==> config.mk <==
export PLATFORM = sky130hd
export DESIGN_NAME = bilinear_grid_interpolator_flat
export DESIGN_NICKNAME = d
export VERILOG_FILES = /design/src/design/bgi_pkg.sv /design/src/design/bgi_if.sv /design/src/design/bilinear_grid_interpolator.sv /design/src/design/bgi_ram.sv /design/src/design/bgi_muldiv.sv /design/src/flat_wrapper.sv
export SDC_FILE = /design/constraint.sdc
export NUM_CORES = 2
export LEC_CHECK = 0
export BUFFER_PORTS_ARGS = -buffer_cell sky130_fd_sc_hd__buf_2
export CORE_MARGIN = 4
export CORE_UTILIZATION = 45
export CTS_CLUSTER_SIZE = 20
export DETAILED_ROUTE_END_ITERATION = 6
export GPL_ROUTABILITY_DRIVEN = 0
export MAX_ROUTING_LAYER = met4
export PLACE_DENSITY = 0.72
export SLEW_MARGIN = 25
export SYNTH_ARGS = -nofsm -noshare
export SYNTH_HDL_FRONTEND = slang
export SYNTH_SLANG_ARGS = --single-unit
==> constraint.sdc <==
create_clock -name clk -period 7.6 [get_ports clk]
set_clock_uncertainty 0.1 [all_clocks]
set_input_delay 0.38 -clock clk [delete_from_list [all_inputs] [get_ports clk]]
set_output_delay 0.38 -clock clk [all_outputs]
set_load 0.05 [all_outputs]
==> src/design/bgi_pkg.sv <==
// ----------------------------------------------------------------------------
// bgi_pkg
// Types, widths, command codes and breakpoint reset tables of the bilinear
// grid interpolator.
// ----------------------------------------------------------------------------
package bgi_pkg;

  localparam int VALUE_W     = 24;
  localparam int ROW_COORD_W = 20;
  localparam int COL_COORD_W = 16;

  // shared multiply-divide unit operand and result widths
  localparam int MD_A_W = 49;
  localparam int MD_B_W = 21;
  localparam int MD_Q_W = 64;

  typedef enum logic [1:0] {
    CMD_INTERP  = 2'd0,
    CMD_WR_GRID = 2'd1,
    CMD_WR_ROW  = 2'd2,
    CMD_WR_COL  = 2'd3
  } cmd_t;

  function automatic logic [ROW_COORD_W-1:0] row_bp_reset(input int k);
    logic [ROW_COORD_W-1:0] v;
    unique case (k)
      0:       v = ROW_COORD_W'(0);
      1:       v = ROW_COORD_W'(1049);
      2:       v = ROW_COORD_W'(4194);
      default: v = ROW_COORD_W'(20972);
    endcase
    return v;
  endfunction

  function automatic logic [COL_COORD_W-1:0] col_bp_reset(input int k);
    logic [COL_COORD_W-1:0] v;
    unique case (k)
      0:       v = COL_COORD_W'(3328);
      1:       v = COL_COORD_W'(3840);
      2:       v = COL_COORD_W'(4608);
      3:       v = COL_COORD_W'(5120);
      4:       v = COL_COORD_W'(6400);
      5:       v = COL_COORD_W'(7680);
      default: v = COL_COORD_W'(10240);
    endcase
    return v;
  endfunction

endpackage

==> src/design/bgi_if.sv <==
// ----------------------------------------------------------------------------
// bgi_if
// Command and result channels with valid/ready handshake.
// ----------------------------------------------------------------------------
interface bgi_in_if;
  logic                                  valid;
  logic                                  ready;
  bgi_pkg::cmd_t                         command;
  logic [1:0]                            grid_select;
  logic [1:0]                            row_index;
  logic [2:0]                            column_index;
  logic signed [bgi_pkg::VALUE_W-1:0]    entry_value;
  logic [bgi_pkg::ROW_COORD_W-1:0]       row_coordinate;
  logic [bgi_pkg::COL_COORD_W-1:0]       column_coordinate;

  modport source (output valid, command, grid_select, row_index, column_index,
                  entry_value, row_coordinate, column_coordinate,
                  input ready);
  modport sink (input valid, command, grid_select, row_index, column_index,
                entry_value, row_coordinate, column_coordinate,
                output ready);
endinterface

interface bgi_out_if;
  logic                               valid;
  logic                               ready;
  logic signed [bgi_pkg::VALUE_W-1:0] interpolated_value;
  logic                               saturated;
  logic                               span_error;

  modport source (output valid, interpolated_value, saturated, span_error,
                  input ready);
  modport sink (input valid, interpolated_value, saturated, span_error,
                output ready);
endinterface

==> src/design/bilinear_grid_interpolator.sv <==
// ----------------------------------------------------------------------------
// bilinear_grid_interpolator
// Bilinear interpolation over stored value grids on non-uniform row and
// column breakpoint axes, with linear extrapolation and result saturation.
// ----------------------------------------------------------------------------
// in_ch carries commands: interpolate, write grid value, write row
// breakpoint, write column breakpoint. out_ch returns one result per
// command; write commands return all zero fields.
// A write command or an interpolate with an unused grid_select has its result
// valid the cycle after the transfer.
// An interpolate scans both axes one breakpoint a cycle, fetches the four
// corner values from the grid RAM, then runs three multiply-divide steps on
// the shared unit (bit-serial shift-add multiply over the 21 multiplier bits,
// then restoring divide over the 64 quotient bits). A zero row or column span
// ends it early with span_error set and a zero result. in_ch is not ready
// while an interpolate is in progress.
// Reset loads the default breakpoints and empties the output register; grid
// values are undefined until written.
// A stalled out_ch holds its result; a new command is taken once the
// pending result is transferred or in the same cycle.
// ----------------------------------------------------------------------------
module bilinear_grid_interpolator #(
  parameter int ROW_POINTS    = 4,
  parameter int COLUMN_POINTS = 7,
  parameter int GRID_COUNT    = 4
) (
  input  logic       clk,
  input  logic       rst_n,
  bgi_in_if.sink     in_ch,
  bgi_out_if.source  out_ch
);

  localparam int VW     = bgi_pkg::VALUE_W;
  localparam int ZW     = bgi_pkg::ROW_COORD_W;
  localparam int MW     = bgi_pkg::COL_COORD_W;
  localparam int BW     = bgi_pkg::MD_B_W;
  localparam int AW     = bgi_pkg::MD_A_W;
  localparam int QW     = bgi_pkg::MD_Q_W;
  localparam int PW     = 48;
  localparam int RW     = QW + 1;
  localparam int RI_W   = $clog2(ROW_POINTS);
  localparam int CI_W   = $clog2(COLUMN_POINTS);
  localparam int DEPTH  = GRID_COUNT * ROW_POINTS * COLUMN_POINTS;
  localparam int ADDR_W = $clog2(DEPTH);

  typedef enum logic [3:0] {
    S_IDLE, S_RSCAN, S_RLO, S_RHI, S_CSCAN, S_CLO, S_CHI, S_CHECK,
    S_READ, S_OP, S_WAIT, S_FIN
  } state_t;

  state_t                  state_r;
  logic [ZW-1:0]           row_bp_r [ROW_POINTS];
  logic [MW-1:0]           col_bp_r [COLUMN_POINTS];
  logic [1:0]              g_r;
  logic [ZW-1:0]           z_r;
  logic [MW-1:0]           m_r;
  logic [RI_W-1:0]         rk_r;
  logic [CI_W-1:0]         ck_r;
  logic [RI_W-1:0]         i_r;
  logic [CI_W-1:0]         j_r;
  logic [ZW-1:0]           rlo_r;
  logic [MW-1:0]           clo_r;
  logic signed [BW-1:0]    rspan_r;
  logic signed [BW-1:0]    zd_r;
  logic signed [BW-1:0]    cspan_r;
  logic signed [BW-1:0]    md_r;
  logic [2:0]              rc_r;
  logic [1:0]              op_r;
  logic signed [VW-1:0]    v_r [4];
  logic signed [PW-1:0]    p1_r;
  logic signed [PW-1:0]    p2_r;
  logic signed [RW-1:0]    res_r;
  logic                    err_r;
  logic                    out_valid_r;
  logic signed [VW-1:0]    out_value_r;
  logic                    out_sat_r;
  logic                    out_err_r;

  logic                    accept;
  logic                    out_free;
  logic                    out_load;
  logic                    grid_ok;
  logic [RI_W-1:0]         row_sel;
  logic [CI_W-1:0]         col_sel;
  logic [ZW-1:0]           row_bp_rd;
  logic [MW-1:0]           col_bp_rd;
  logic                    ram_we;
  logic [ADDR_W-1:0]       ram_waddr;
  logic [ADDR_W-1:0]       ram_raddr;
  logic [VW-1:0]           ram_rdata;
  logic                    md_start;
  logic signed [AW-1:0]    md_a;
  logic signed [BW-1:0]    md_b;
  logic signed [BW-1:0]    md_d;
  logic                    md_done;
  logic signed [QW-1:0]    md_q;
  logic                    res_hi_ok;

  function automatic logic [ADDR_W-1:0] grid_addr(input int g, input int r, input int c);
    return ADDR_W'((g * ROW_POINTS + r) * COLUMN_POINTS + c);
  endfunction

  assign out_free     = !out_valid_r || out_ch.ready;
  assign in_ch.ready  = (state_r == S_IDLE) && out_free;
  assign accept       = in_ch.valid && in_ch.ready;
  assign grid_ok      = int'(in_ch.grid_select) < GRID_COUNT;
  assign out_load     = (accept && !(in_ch.command == bgi_pkg::CMD_INTERP && grid_ok))
                        || (state_r == S_FIN && out_free);

  assign out_ch.valid              = out_valid_r;
  assign out_ch.interpolated_value = out_value_r;
  assign out_ch.saturated          = out_sat_r;
  assign out_ch.span_error         = out_err_r;

  // single read mux per axis
  always_comb begin
    unique case (state_r)
      S_RLO:   row_sel = i_r - RI_W'(1);
      S_RHI:   row_sel = i_r;
      default: row_sel = rk_r;
    endcase
    unique case (state_r)
      S_CLO:   col_sel = j_r - CI_W'(1);
      S_CHI:   col_sel = j_r;
      default: col_sel = ck_r;
    endcase
  end
  assign row_bp_rd = row_bp_r[row_sel];
  assign col_bp_rd = col_bp_r[col_sel];

  // grid RAM
  assign ram_we = accept && (in_ch.command == bgi_pkg::CMD_WR_GRID) && grid_ok
                  && (int'(in_ch.row_index) < ROW_POINTS)
                  && (int'(in_ch.column_index) < COLUMN_POINTS);
  assign ram_waddr = grid_addr(int'(in_ch.grid_select), int'(in_ch.row_index),
                               int'(in_ch.column_index));
  assign ram_raddr = grid_addr(int'(g_r),
                               rc_r[0] ? int'(i_r) : int'(i_r) - 1,
                               rc_r[1] ? int'(j_r) : int'(j_r) - 1);

  bgi_ram #(.WIDTH(VW), .DEPTH(DEPTH)) u_grid_ram (
    .clk   (clk),
    .we    (ram_we),
    .waddr (ram_waddr),
    .wdata (in_ch.entry_value),
    .raddr (ram_raddr),
    .rdata (ram_rdata)
  );

  // operand select for the shared unit
  always_comb begin
    unique case (op_r)
      2'd0:    md_a = AW'(v_r[1]) - AW'(v_r[0]);
      2'd1:    md_a = AW'(v_r[3]) - AW'(v_r[2]);
      default: md_a = AW'(p2_r) - AW'(p1_r);
    endcase
    md_b = (op_r == 2'd2) ? md_r : zd_r;
    md_d = (op_r == 2'd2) ? cspan_r : rspan_r;
  end
  assign md_start = (state_r == S_OP);

  bgi_muldiv u_muldiv (
    .clk   (clk),
    .rst_n (rst_n),
    .start (md_start),
    .a     (md_a),
    .b     (md_b),
    .d     (md_d),
    .done  (md_done),
    .q     (md_q)
  );

  assign res_hi_ok = (&res_r[RW-1:VW-1]) || !(|res_r[RW-1:VW-1]);

  always_ff @(posedge clk) begin
    if (!rst_n) begin
      state_r     <= S_IDLE;
      out_valid_r <= 1'b0;
      for (int k = 0; k < ROW_POINTS; k++) begin
        row_bp_r[k] <= bgi_pkg::row_bp_reset(k);
      end
      for (int k = 0; k < COLUMN_POINTS; k++) begin
        col_bp_r[k] <= bgi_pkg::col_bp_reset(k);
      end
    end else begin
      if (out_load) begin
        out_valid_r <= 1'b1;
      end else if (out_valid_r && out_ch.ready) begin
        out_valid_r <= 1'b0;
      end
      unique case (state_r)
        S_IDLE: begin
          if (accept) begin
            for (int k = 0; k < ROW_POINTS; k++) begin
              if (in_ch.command == bgi_pkg::CMD_WR_ROW && int'(in_ch.row_index) == k) begin
                row_bp_r[k] <= in_ch.row_coordinate;
              end
            end
            for (int k = 0; k < COLUMN_POINTS; k++) begin
              if (in_ch.command == bgi_pkg::CMD_WR_COL
                  && int'(in_ch.column_index) == k) begin
                col_bp_r[k] <= in_ch.column_coordinate;
              end
            end
            g_r   <= in_ch.grid_select;
            z_r   <= in_ch.row_coordinate;
            m_r   <= in_ch.column_coordinate;
            rk_r  <= '0;
            ck_r  <= '0;
            rc_r  <= '0;
            op_r  <= '0;
            err_r <= 1'b0;
            if (in_ch.command == bgi_pkg::CMD_INTERP && grid_ok) begin
              state_r <= S_RSCAN;
            end else begin
              out_value_r <= '0;
              out_sat_r   <= 1'b0;
              out_err_r   <= 1'b0;
            end
          end
        end
        S_RSCAN: begin
          if (rk_r == RI_W'(ROW_POINTS-1) || z_r < row_bp_rd) begin
            i_r     <= (rk_r == '0) ? RI_W'(1) : rk_r;
            state_r <= S_RLO;
          end else begin
            rk_r <= rk_r + RI_W'(1);
          end
        end
        S_RLO: begin
          rlo_r   <= row_bp_rd;
          state_r <= S_RHI;
        end
        S_RHI: begin
          rspan_r <= BW'({1'b0, row_bp_rd}) - BW'({1'b0, rlo_r});
          zd_r    <= BW'({1'b0, z_r}) - BW'({1'b0, rlo_r});
          state_r <= S_CSCAN;
        end
        S_CSCAN: begin
          if (ck_r == CI_W'(COLUMN_POINTS-1) || m_r < col_bp_rd) begin
            j_r     <= (ck_r == '0) ? CI_W'(1) : ck_r;
            state_r <= S_CLO;
          end else begin
            ck_r <= ck_r + CI_W'(1);
          end
        end
        S_CLO: begin
          clo_r   <= col_bp_rd;
          state_r <= S_CHI;
        end
        S_CHI: begin
          cspan_r <= BW'({1'b0, col_bp_rd}) - BW'({1'b0, clo_r});
          md_r    <= BW'({1'b0, m_r}) - BW'({1'b0, clo_r});
          state_r <= S_CHECK;
        end
        S_CHECK: begin
          if (rspan_r == '0 || cspan_r == '0) begin
            err_r   <= 1'b1;
            state_r <= S_FIN;
          end else begin
            state_r <= S_READ;
          end
        end
        S_READ: begin
          if (rc_r != '0) begin
            v_r[rc_r[1:0] - 2'd1] <= ram_rdata;
          end
          if (rc_r == 3'd4) begin
            state_r <= S_OP;
          end else begin
            rc_r <= rc_r + 3'd1;
          end
        end
        S_OP: begin
          state_r <= S_WAIT;
        end
        S_WAIT: begin
          if (md_done) begin
            unique case (op_r)
              2'd0: begin
                p1_r    <= PW'(v_r[0]) + PW'(md_q);
                op_r    <= 2'd1;
                state_r <= S_OP;
              end
              2'd1: begin
                p2_r    <= PW'(v_r[2]) + PW'(md_q);
                op_r    <= 2'd2;
                state_r <= S_OP;
              end
              default: begin
                res_r   <= RW'(p1_r) + RW'(md_q);
                state_r <= S_FIN;
              end
            endcase
          end
        end
        S_FIN: begin
          if (out_free) begin
            if (err_r) begin
              out_value_r <= '0;
              out_sat_r   <= 1'b0;
              out_err_r   <= 1'b1;
            end else begin
              out_err_r <= 1'b0;
              out_sat_r <= !res_hi_ok;
              if (res_hi_ok) begin
                out_value_r <= res_r[VW-1:0];
              end else if (res_r[RW-1]) begin
                out_value_r <= {1'b1, {(VW-1){1'b0}}};
              end else begin
                out_value_r <= {1'b0, {(VW-1){1'b1}}};
              end
            end
            state_r <= S_IDLE;
          end
        end
        default: state_r <= S_IDLE;
      endcase
    end
  end

  a_ready_only_idle: assert property (@(posedge clk) disable iff (!rst_n)
    in_ch.ready |-> state_r == S_IDLE)
    else $error("ready outside idle");

  a_span_err_zero: assert property (@(posedge clk) disable iff (!rst_n)
    out_valid_r && out_err_r |-> out_value_r == '0 && !out_sat_r)
    else $error("span error with nonzero result");

  a_unit_done_in_wait: assert property (@(posedge clk) disable iff (!rst_n)
    md_done |-> state_r == S_WAIT)
    else $error("unit finished outside wait");

  a_interp_busy: assert property (@(posedge clk) disable iff (!rst_n)
    accept && in_ch.command == bgi_pkg::CMD_INTERP && grid_ok |=> !in_ch.ready)
    else $error("ready right after interpolate transfer");

endmodule

==> src/design/bgi_ram.sv <==
// ----------------------------------------------------------------------------
// bgi_ram
// Generic RAM, one write port and one read port with registered read data.
// ----------------------------------------------------------------------------
module bgi_ram #(
  parameter int WIDTH = 24,
  parameter int DEPTH = 112
) (
  input  logic                     clk,
  input  logic                     we,
  input  logic [$clog2(DEPTH)-1:0] waddr,
  input  logic [WIDTH-1:0]         wdata,
  input  logic [$clog2(DEPTH)-1:0] raddr,
  output logic [WIDTH-1:0]         rdata
);

  logic [WIDTH-1:0] mem [DEPTH];

  always_ff @(posedge clk) begin
    if (we) begin
      mem[waddr] <= wdata;
    end
    rdata <= mem[raddr];
  end

endmodule

==> src/design/bgi_muldiv.sv <==
// ----------------------------------------------------------------------------
// bgi_muldiv
// Shared unit: q = a * b / d, truncated toward zero. Shift-add multiply,
// one bit per cycle, then restoring divide, one quotient bit per cycle.
// ----------------------------------------------------------------------------
module bgi_muldiv (
  input  logic                               clk,
  input  logic                               rst_n,
  input  logic                               start,
  input  logic signed [bgi_pkg::MD_A_W-1:0]  a,
  input  logic signed [bgi_pkg::MD_B_W-1:0]  b,
  input  logic signed [bgi_pkg::MD_B_W-1:0]  d,
  output logic                               done,
  output logic signed [bgi_pkg::MD_Q_W-1:0]  q
);

  localparam int AW  = bgi_pkg::MD_A_W;
  localparam int BW  = bgi_pkg::MD_B_W;
  localparam int QW  = bgi_pkg::MD_Q_W;
  localparam int CW  = $clog2(QW);

  typedef enum logic [1:0] {MD_IDLE, MD_MUL, MD_DIV, MD_DONE} md_state_t;

  md_state_t       state_r;
  logic [CW-1:0]   cnt_r;
  logic [QW-1:0]   acc_r;
  logic [QW-1:0]   mcand_r;
  logic [BW-1:0]   mplier_r;
  logic [BW-1:0]   dv_r;
  logic [BW-1:0]   rem_r;
  logic            neg_r;

  logic [AW-1:0]   a_mag;
  logic [BW-1:0]   b_mag;
  logic [BW-1:0]   d_mag;
  logic [BW:0]     rem_sh;
  logic            ge;
  logic [BW:0]     rem_sub;

  assign a_mag   = a[AW-1] ? AW'(-a) : AW'(a);
  assign b_mag   = b[BW-1] ? BW'(-b) : BW'(b);
  assign d_mag   = d[BW-1] ? BW'(-d) : BW'(d);
  assign rem_sh  = {rem_r, acc_r[QW-1]};
  assign ge      = rem_sh >= {1'b0, dv_r};
  assign rem_sub = rem_sh - {1'b0, dv_r};

  assign done = (state_r == MD_DONE);
  assign q    = neg_r ? -$signed(acc_r) : $signed(acc_r);

  always_ff @(posedge clk) begin
    if (!rst_n) begin
      state_r <= MD_IDLE;
    end else begin
      unique case (state_r)
        MD_IDLE: begin
          if (start) begin
            acc_r    <= '0;
            mcand_r  <= QW'(a_mag);
            mplier_r <= b_mag;
            dv_r     <= d_mag;
            rem_r    <= '0;
            neg_r    <= (a[AW-1] ^ b[BW-1]) ^ d[BW-1];
            cnt_r    <= '0;
            state_r  <= MD_MUL;
          end
        end
        MD_MUL: begin
          if (mplier_r[0]) begin
            acc_r <= acc_r + mcand_r;
          end
          mcand_r  <= mcand_r << 1;
          mplier_r <= mplier_r >> 1;
          if (cnt_r == CW'(BW-1)) begin
            cnt_r   <= '0;
            state_r <= MD_DIV;
          end else begin
            cnt_r <= cnt_r + CW'(1);
          end
        end
        MD_DIV: begin
          rem_r <= ge ? rem_sub[BW-1:0] : rem_sh[BW-1:0];
          acc_r <= {acc_r[QW-2:0], ge};
          if (cnt_r == CW'(QW-1)) begin
            state_r <= MD_DONE;
          end else begin
            cnt_r <= cnt_r + CW'(1);
          end
        end
        MD_DONE: begin
          state_r <= MD_IDLE;
        end
        default: state_r <= MD_IDLE;
      endcase
    end
  end

endmodule
==> src/flat_wrapper.sv <==
// flat-port wrapper written by rule: the top's interface ports become plain ports
module bilinear_grid_interpolator_flat 
#(
  parameter int ROW_POINTS    = 4,
  parameter int COLUMN_POINTS = 7,
  parameter int GRID_COUNT    = 4
)
  (clk, rst_n, in_ch_valid, in_ch_command, in_ch_grid_select, in_ch_row_index, in_ch_column_index, in_ch_entry_value, in_ch_row_coordinate, in_ch_column_coordinate, in_ch_ready, out_ch_valid, out_ch_interpolated_value, out_ch_saturated, out_ch_span_error, out_ch_ready);
  bgi_in_if in_ch_i ();
  bgi_out_if out_ch_i ();
  input  logic clk;
  input  logic rst_n;
  input wire logic [$bits(in_ch_i.valid)-1:0] in_ch_valid;
  input wire logic [$bits(in_ch_i.command)-1:0] in_ch_command;
  input wire logic [$bits(in_ch_i.grid_select)-1:0] in_ch_grid_select;
  input wire logic [$bits(in_ch_i.row_index)-1:0] in_ch_row_index;
  input wire logic [$bits(in_ch_i.column_index)-1:0] in_ch_column_index;
  input wire logic [$bits(in_ch_i.entry_value)-1:0] in_ch_entry_value;
  input wire logic [$bits(in_ch_i.row_coordinate)-1:0] in_ch_row_coordinate;
  input wire logic [$bits(in_ch_i.column_coordinate)-1:0] in_ch_column_coordinate;
  output wire logic [$bits(in_ch_i.ready)-1:0] in_ch_ready;
  output wire logic [$bits(out_ch_i.valid)-1:0] out_ch_valid;
  output wire logic [$bits(out_ch_i.interpolated_value)-1:0] out_ch_interpolated_value;
  output wire logic [$bits(out_ch_i.saturated)-1:0] out_ch_saturated;
  output wire logic [$bits(out_ch_i.span_error)-1:0] out_ch_span_error;
  input wire logic [$bits(out_ch_i.ready)-1:0] out_ch_ready;
  assign in_ch_i.valid = in_ch_valid;
  assign in_ch_i.command = in_ch_command;
  assign in_ch_i.grid_select = in_ch_grid_select;
  assign in_ch_i.row_index = in_ch_row_index;
  assign in_ch_i.column_index = in_ch_column_index;
  assign in_ch_i.entry_value = in_ch_entry_value;
  assign in_ch_i.row_coordinate = in_ch_row_coordinate;
  assign in_ch_i.column_coordinate = in_ch_column_coordinate;
  assign in_ch_ready = in_ch_i.ready;
  assign out_ch_valid = out_ch_i.valid;
  assign out_ch_interpolated_value = out_ch_i.interpolated_value;
  assign out_ch_saturated = out_ch_i.saturated;
  assign out_ch_span_error = out_ch_i.span_error;
  assign out_ch_i.ready = out_ch_ready;
  bilinear_grid_interpolator #(.ROW_POINTS(ROW_POINTS), .COLUMN_POINTS(COLUMN_POINTS), .GRID_COUNT(GRID_COUNT)) u_core (.clk(clk), .rst_n(rst_n), .in_ch(in_ch_i), .out_ch(out_ch_i));
endmodule
Yosys cells after proc, flatten, opt, wreduce, memory -nomap -nowiden:

Memory sizes are Yosys's and may differ from the RTL's. A register that Yosys moved wholly into a read port is not among the register bits.
Cells that the tools add are included.

* add/sub/neg operators: 29
* $mul: 2
* $lt $le $gt $ge: 4
* eq/ne operators: 51
* multiplexer cells: 154
* bitwise gates (word level): 14
* reductions and logical operators: 75

Operators by type and width (number)
* $mux 64: 4
* $mux 16: 14
* $pmux 64 s3: 1
* $mux 20: 9
* $mux 24: 6
* $pmux 64 s2: 1
* $mux 21: 6
* $pmux 49 s2: 1
* $add 24x48->48: 2
* $pmux 21 s2: 2
* $mux 1: 72
* $add 48x64->65: 1
* $add 64x64->64: 1
* $mul 32x4->7 const B: 2
* $neg 64->64: 1
* $sub 24x24->25: 2
* $mux 49: 1
* $neg 49->49: 1
* $sub 48x48->49: 1
* $pmux 24 s2: 1
* $pmux 4 s12: 1
* $logic_not 21->1: 2
* $neg 21->21: 2
* $reduce_and 42->1: 1
* other kinds (60): 194

* bits in registers: 566
* RAM bits: 2976
* logic and storage cells: 366
* memories kept: 4

Memory list
* u_core.u_grid_ram.mem: words 112, width 24, rd ports 1, clocked after Yosys merged registers in 1, write ports 1, RTL line bgi_ram.sv:17 `logic [WIDTH-1:0] mem [DEPTH];`
* u_core.col_bp_r: words 7, width 16, rd ports 1, clocked after Yosys merged registers in 0, write ports 7, RTL line bilinear_grid_interpolator.sv:53 `logic [MW-1:0] col_bp_r [COLUMN_POINTS];`
* u_core.v_r: words 4, width 24, rd ports 4, clocked after Yosys merged registers in 0, write ports 1, RTL line bilinear_grid_interpolator.sv:69 `logic signed [VW-1:0] v_r [4];`
* u_core.row_bp_r: words 4, width 20, rd ports 1, clocked after Yosys merged registers in 0, write ports 4, RTL line bilinear_grid_interpolator.sv:52 `logic [ZW-1:0] row_bp_r [ROW_POINTS];`

Longest topological paths before layout:

* word-level depth: 9
* mapped depth: 23
* gate-level depth less buffers: 23

Cells and area by module:

From an unflattened synthesis, not the netlist that was laid out.

* cells, all modules: 10691
* area total of the unflattened synthesis: 163779.6 um^2

By module, submodules not included
* bgi_ram: instances 1, cells each 4569, area an instance 104114.9 um^2
* bilinear_grid_interpolator: instances 1, cells each 4264, area an instance 43274.0 um^2
* bgi_muldiv: instances 1, cells each 1858, area an instance 16390.7 um^2

Worst setup path before layout:

No wires, ideal clock.

* path type: reg-to-reg
* start: register u_core.u_muldiv.state_r[1]
* end: register u_core.u_muldiv.acc_r[0], enable pin
* library setup time: 565 ps
* arrival time: 5842 ps
* required time: 6935 ps
* slack: 1093 ps
* cell stages (with the launch flop): 9
* path buffers: 3
* clock period less this slack: 6507 ps
* cell sequence: dfxtp_1 inv_1 ha_1 clkbuf_1 inv_1 clkbuf_1 clkbuf_1 nor2_1 nor3_1

* word-level cells in the longest chain between the ends: 3
* elaborated cells on any way between the ends: 7
* classes of those cells: eq/ne: 4; reduce/logical: 3

Ends and longest elaborated chain
* start, declared: RTL line bgi_muldiv.sv:24 `md_state_t state_r;`
* start signal, assigned: RTL line bgi_muldiv.sv:52 `state_r <= MD_IDLE;`
* start signal, assigned: RTL line bgi_muldiv.sv:64 `state_r <= MD_MUL;`
* start signal, assigned: RTL line bgi_muldiv.sv:75 `state_r <= MD_DIV;`
* $eq 2x1->1, or another cell as far along: RTL line bgi_muldiv.sv:54 `unique case (state_r)`
* $ne 2x2->1 (no source line), or another cell as far along
* $reduce_and 4->1 (no source line) (*)
* end signal, assigned: RTL line bgi_muldiv.sv:69 `acc_r <= acc_r + mcand_r;`
* end signal, assigned: RTL line bgi_muldiv.sv:82 `acc_r <= {acc_r[QW-2:0], ge};`
* end, declared: RTL line bgi_muldiv.sv:26 `logic [QW-1:0] acc_r;`

Every way passes the cells marked *; elsewhere a longest branch is shown, timed or not.
A chain may end at the register's enable or synchronous reset.

Final worst setup path:

* start: register u_core.rc_r[0]
* end: register u_core.u_grid_ram.rdata[2], read port of u_core.u_grid_ram.mem

* word-level cells in the longest chain between the ends: 4

Ends and longest elaborated chain
* start, declared: RTL line bilinear_grid_interpolator.sv:67 `logic [2:0] rc_r;`
* start signal, assigned: RTL line bilinear_grid_interpolator.sv:271 `rc_r <= rc_r + 3'd1;`
* $mux 32: RTL line bilinear_grid_interpolator.sv:138 `rc_r[0] ? int'(i_r) : int'(i_r) - 1,`
* $add 5x32->32: RTL line bilinear_grid_interpolator.sv:100 `return ADDR_W'((g * ROW_POINTS + r) * COLUMN_POINTS + c);`
* $mul 32x4->7: RTL line bilinear_grid_interpolator.sv:100
* $add 7x7->7: RTL line bilinear_grid_interpolator.sv:100
* end, declared: RTL line bgi_ram.sv:14 `output logic [WIDTH-1:0] rdata`

Every way passes these cells.

==> flow_summary.toml <==
[timing]
finalCritPeriodShare_pct = 87.79
maxSlewViolCount = 0
max_freq_mhz = 149.9
setup-tns-final_ns = 0
max_slew_margin_pct = 25.00
timing.final.ws_setup_ns = 0.9279
timing.final.crit_period_ns = 6.672
worstMarginPinSlew_ns = 1.113
hold_viol = 0
setup_violations = 0
grt_setup_unrepaired = "no"

[synth]
synth_area_leaders = "edfxtp_1 (65%), mux4_2 (12%), ha_1 (3.9%)"
async_reset_ff_share_pct = 0
synth_compound_area_share_pct = 6.666
synthMuxAreaShare_pct = 13.31
seq_area_frac_synth_pct = 65.44
synthAdderAreaFrac_pct = 4.158
netlist_area_um2 = 162800
synth-main-ff-cell = "edfxtp_1"
synth_edf_count = 3527
yosysWarnings = 0
synth.avg_cell_area_um2 = 16.00
postSynthRegisterBits = 3558
synth_top_family_by_area = "multiplexers"
synth_simple_gate_area_share_pct = 6.143
yosysTopAreaCell = "edfxtp_1"
yosys.cell_count.top_type = "edfxtp_1"
synth_common_cells = "edfxtp_1 (3527), mux4_2 (840), nor2_1 (654)"
synth_xor_area_share_pct = 2.410
synth_cell_type_count = 104
yosys.area.top_type_share_pct = 65.06
syn_nets = 10770
postSynthCellCount = 10170

[global_route]
grt_pass1_wl_mm = 633.5
grt_use_met2_pct = 36.71
met1_usage_pct = 30.64
antenna_found_initial = 19
gr-usage-met3_pct = 4.047
grt-busiest-layer = "met2"
grt_pass1_vias = 95400
grt_max_degree = 126
grt_usage_pct = 23.23
grt_overflow = 0

[floorplan]
die_x_um = 609.5
start_util_pct = 45.25
io_pins = 101
die_h_um = 609.5
std_cell_rows = 220
core_um2 = 359800
dieArea_um2 = 371400

[run_status]
status = "finished with violations"
violations = "design-rule violations"

[worst_hold_path]
min_from = "in_ch_entry_value[7]"
hold_class = "input pin to flop"
hold_end = "u_core.u_grid_ram.mem[18][7]"
min_path_cells = 1

[setup_path]
worstPathRequired_ns = 8.24
critPathKind = "flop to flop"
worstRegToRegCells = 19
arrival_ns = 7.31
reg2reg_to = "u_core.u_grid_ram.rdata[2]"
rr_startpoint = "u_core.rc_r[0]"
start_kind = "flop"
cp-end-kind = "flop"
r2r_slack_ns = 0.93
crit_fanout = 40

[route]
detail_route.wl_per_cell_um = 27.45
drc = 14
drt-initial-drc-count = 12860
postRouteAntennaNets = 0
vias_per_cell = 6.172
route.vias.total = 96370
routed_wl_mm = 428.5
dr.pass1.iters = 7

[layout]
register_area_um2 = 106500
syn_to_final_growth_pct = 12.28
drive_gt1_share_pct = 18.44
n_fill_cell = 28500
nets = 11140
multiInputGateArea_um2 = 53750

[pwr]
leakage_nw = 61.79
vdd_drop_max_mv = 1.196
power_density_nw_per_um2 = 419.3

[clock_tree]
cts-resized-gates = 0
cts_buffer_depth = 4
cts_tree = "done"
numCtsBuffers = 357
clock-sinks = 3558
clk_latency_ns = 0.93
cts-root-buf = "clkbuf_16"
htreeDepth = 5
clk_pin_slew_ns = 0.06

[flow_run]
cap_violations = 0

[placement]
numPortBuffers = 100
dpl_worst_slack_ns = 0.8622
place_hpwl_mm = 271.6
[area by class of cell]
| cell class | count | share of cell area, % |
|---|---|---|
| Clock inverter | 188 | 1.050 |
| Sequential cell | 3558 | 58.28 |
| Multi-Input combinational cell | 5810 | 29.41 |
| Antenna cell | 10 | 0.01369 |
| Inverter | 397 | 0.8153 |
| Timing Repair Buffer | 418 | 1.928 |
| Tap cell | 4773 | 3.267 |
| Clock buffer | 459 | 5.234 |
[worst max-delay path by stage]
stage / start / cells after the start / to / slack (ns)
after floorplan: u_core.u_muldiv.state_r[1] / 8 / u_core.u_muldiv.acc_r[0] / 1.09
after global placement: u_core.i_r[0] / 20 / u_core.u_grid_ram.rdata[2] / 0.96
after detailed placement: u_core.rc_r[0] / 19 / u_core.u_grid_ram.rdata[2] / 0.86
after CTS: u_core.rc_r[0] / 19 / u_core.u_grid_ram.rdata[2] / 0.86
after global routing: u_core.u_muldiv.acc_r[2] / 19 / u_core.res_r[60] / 0.51
final: u_core.rc_r[0] / 19 / u_core.u_grid_ram.rdata[2] / 0.93
[cell families after synthesis]
group / after synthesis
buffers and inverters: 803
AOI/OAI and AO/OA: 1667
and+or+nand+nor: 2064
adders and majority gates: 526
xor gates and xnor gates: 448
muxes: 1105
DFF: 3558
[layer usage]
layer	part of all wire, %	vias up
met2	48	5330
met3	9.5	895
met5	0	-
li1	-	40980
met1	38	49160
met4	4.1	0
[critical path, cell delays in order (launching register included)]
cell and delay [ns]:
edfxtp_1 0.48, inv_1 0.19, nand2_1 0.12, inv_1 0.23, ha_1 0.29, fa_1 0.50
fa_1 0.53, inv_1 0.07, fa_1 0.54, inv_1 0.05, ha_1 0.39, xor2_4 0.38
buf_12 0.25, buf_12 0.34, buf_4 0.35, mux4_2 0.55, mux2i_1 0.32, nor2_1 0.08
a21oi_1 0.50, o21ai_0 0.19
[power by group]
group          switching [mW]  internal [mW]
Clock                    7.44           10.1
Sequential              0.371           22.3
Combinational            21.2           15.3
Total                    29.0           47.6
[layout by cell type (no fill, tap or decap), types with 72 or more instances in the layout]
master	netlist	layout
a21o_1	213	213
a21oi_1	446	446
and2_1	113	112
buf_2	7	76
buf_4	2	238
clkbuf_1	305	86
clkbuf_16	0	365
clkinv_1	1	76
edfxtp_1	3527	3527
ha_1	501	497
inv_1	396	395
mux2_2	79	79
mux2i_1	186	184
mux4_2	840	840
nand2_1	480	478
nand3_1	133	133
nand4_1	80	80
nor2_1	654	530
nor2_2	0	118
nor2b_1	116	115
nor3_1	125	122
o21a_1	78	78
o21ai_0	356	350
o31ai_1	72	72
xnor2_1	317	314
xor2_1	131	130
[registers in the layout, indices dropped and copies added (netlist names), 17 cells and up]
name and count:
u_core.zd_r 21, u_core.v_r 96, u_core.out_ch.interpolated_value 24, u_core.cspan_r 17, u_core.col_bp_r 112, u_core.u_muldiv.acc_r 64
u_core.rspan_r 21, u_core.u_muldiv.mplier_r 21, u_core.u_muldiv.dv_r 21, u_core.u_muldiv.rem_r 21, u_core.u_muldiv.mcand_r 64, u_core.rlo_r 20
u_core.res_r 65, u_core.row_bp_r 80, u_core.u_grid_ram.mem 2688, u_core.p1_r 48, u_core.u_grid_ram.rdata 24, u_core.md_r 17
u_core.p2_r 48, u_core.z_r 20
[what timing repair did]
action / 4_1_cts / 5_1_grt
buffers inserted: 0 / 0
endpoints found under the hold margin: 858 / 137
endpoints found under the setup margin: 0 / 0
hold buffers: 61 / 6
[metrics by stage]
stage / total power [mW] / instance area (um2) / util, % / hold WS, ns / cells
2_1_floorplan: 45.95 / 162800 / - / 0.3383 / 10170
3_3_place_gp: 58.57 / 170400 / 47.36 / 0.3801 / 14880
3_5_place_dp: 58.98 / 170500 / 47.39 / 0.3840 / 14890
4_1_cts: 76.70 / 182600 / 50.76 / 0.007142 / 15600
5_1_grt: 79.47 / 182800 / 50.80 / 0.006029 / 15610
6_report: 76.65 / 182800 / 50.81 / 0.01130 / 15610
No activity file was read; power rests on OpenSTA's default activity.
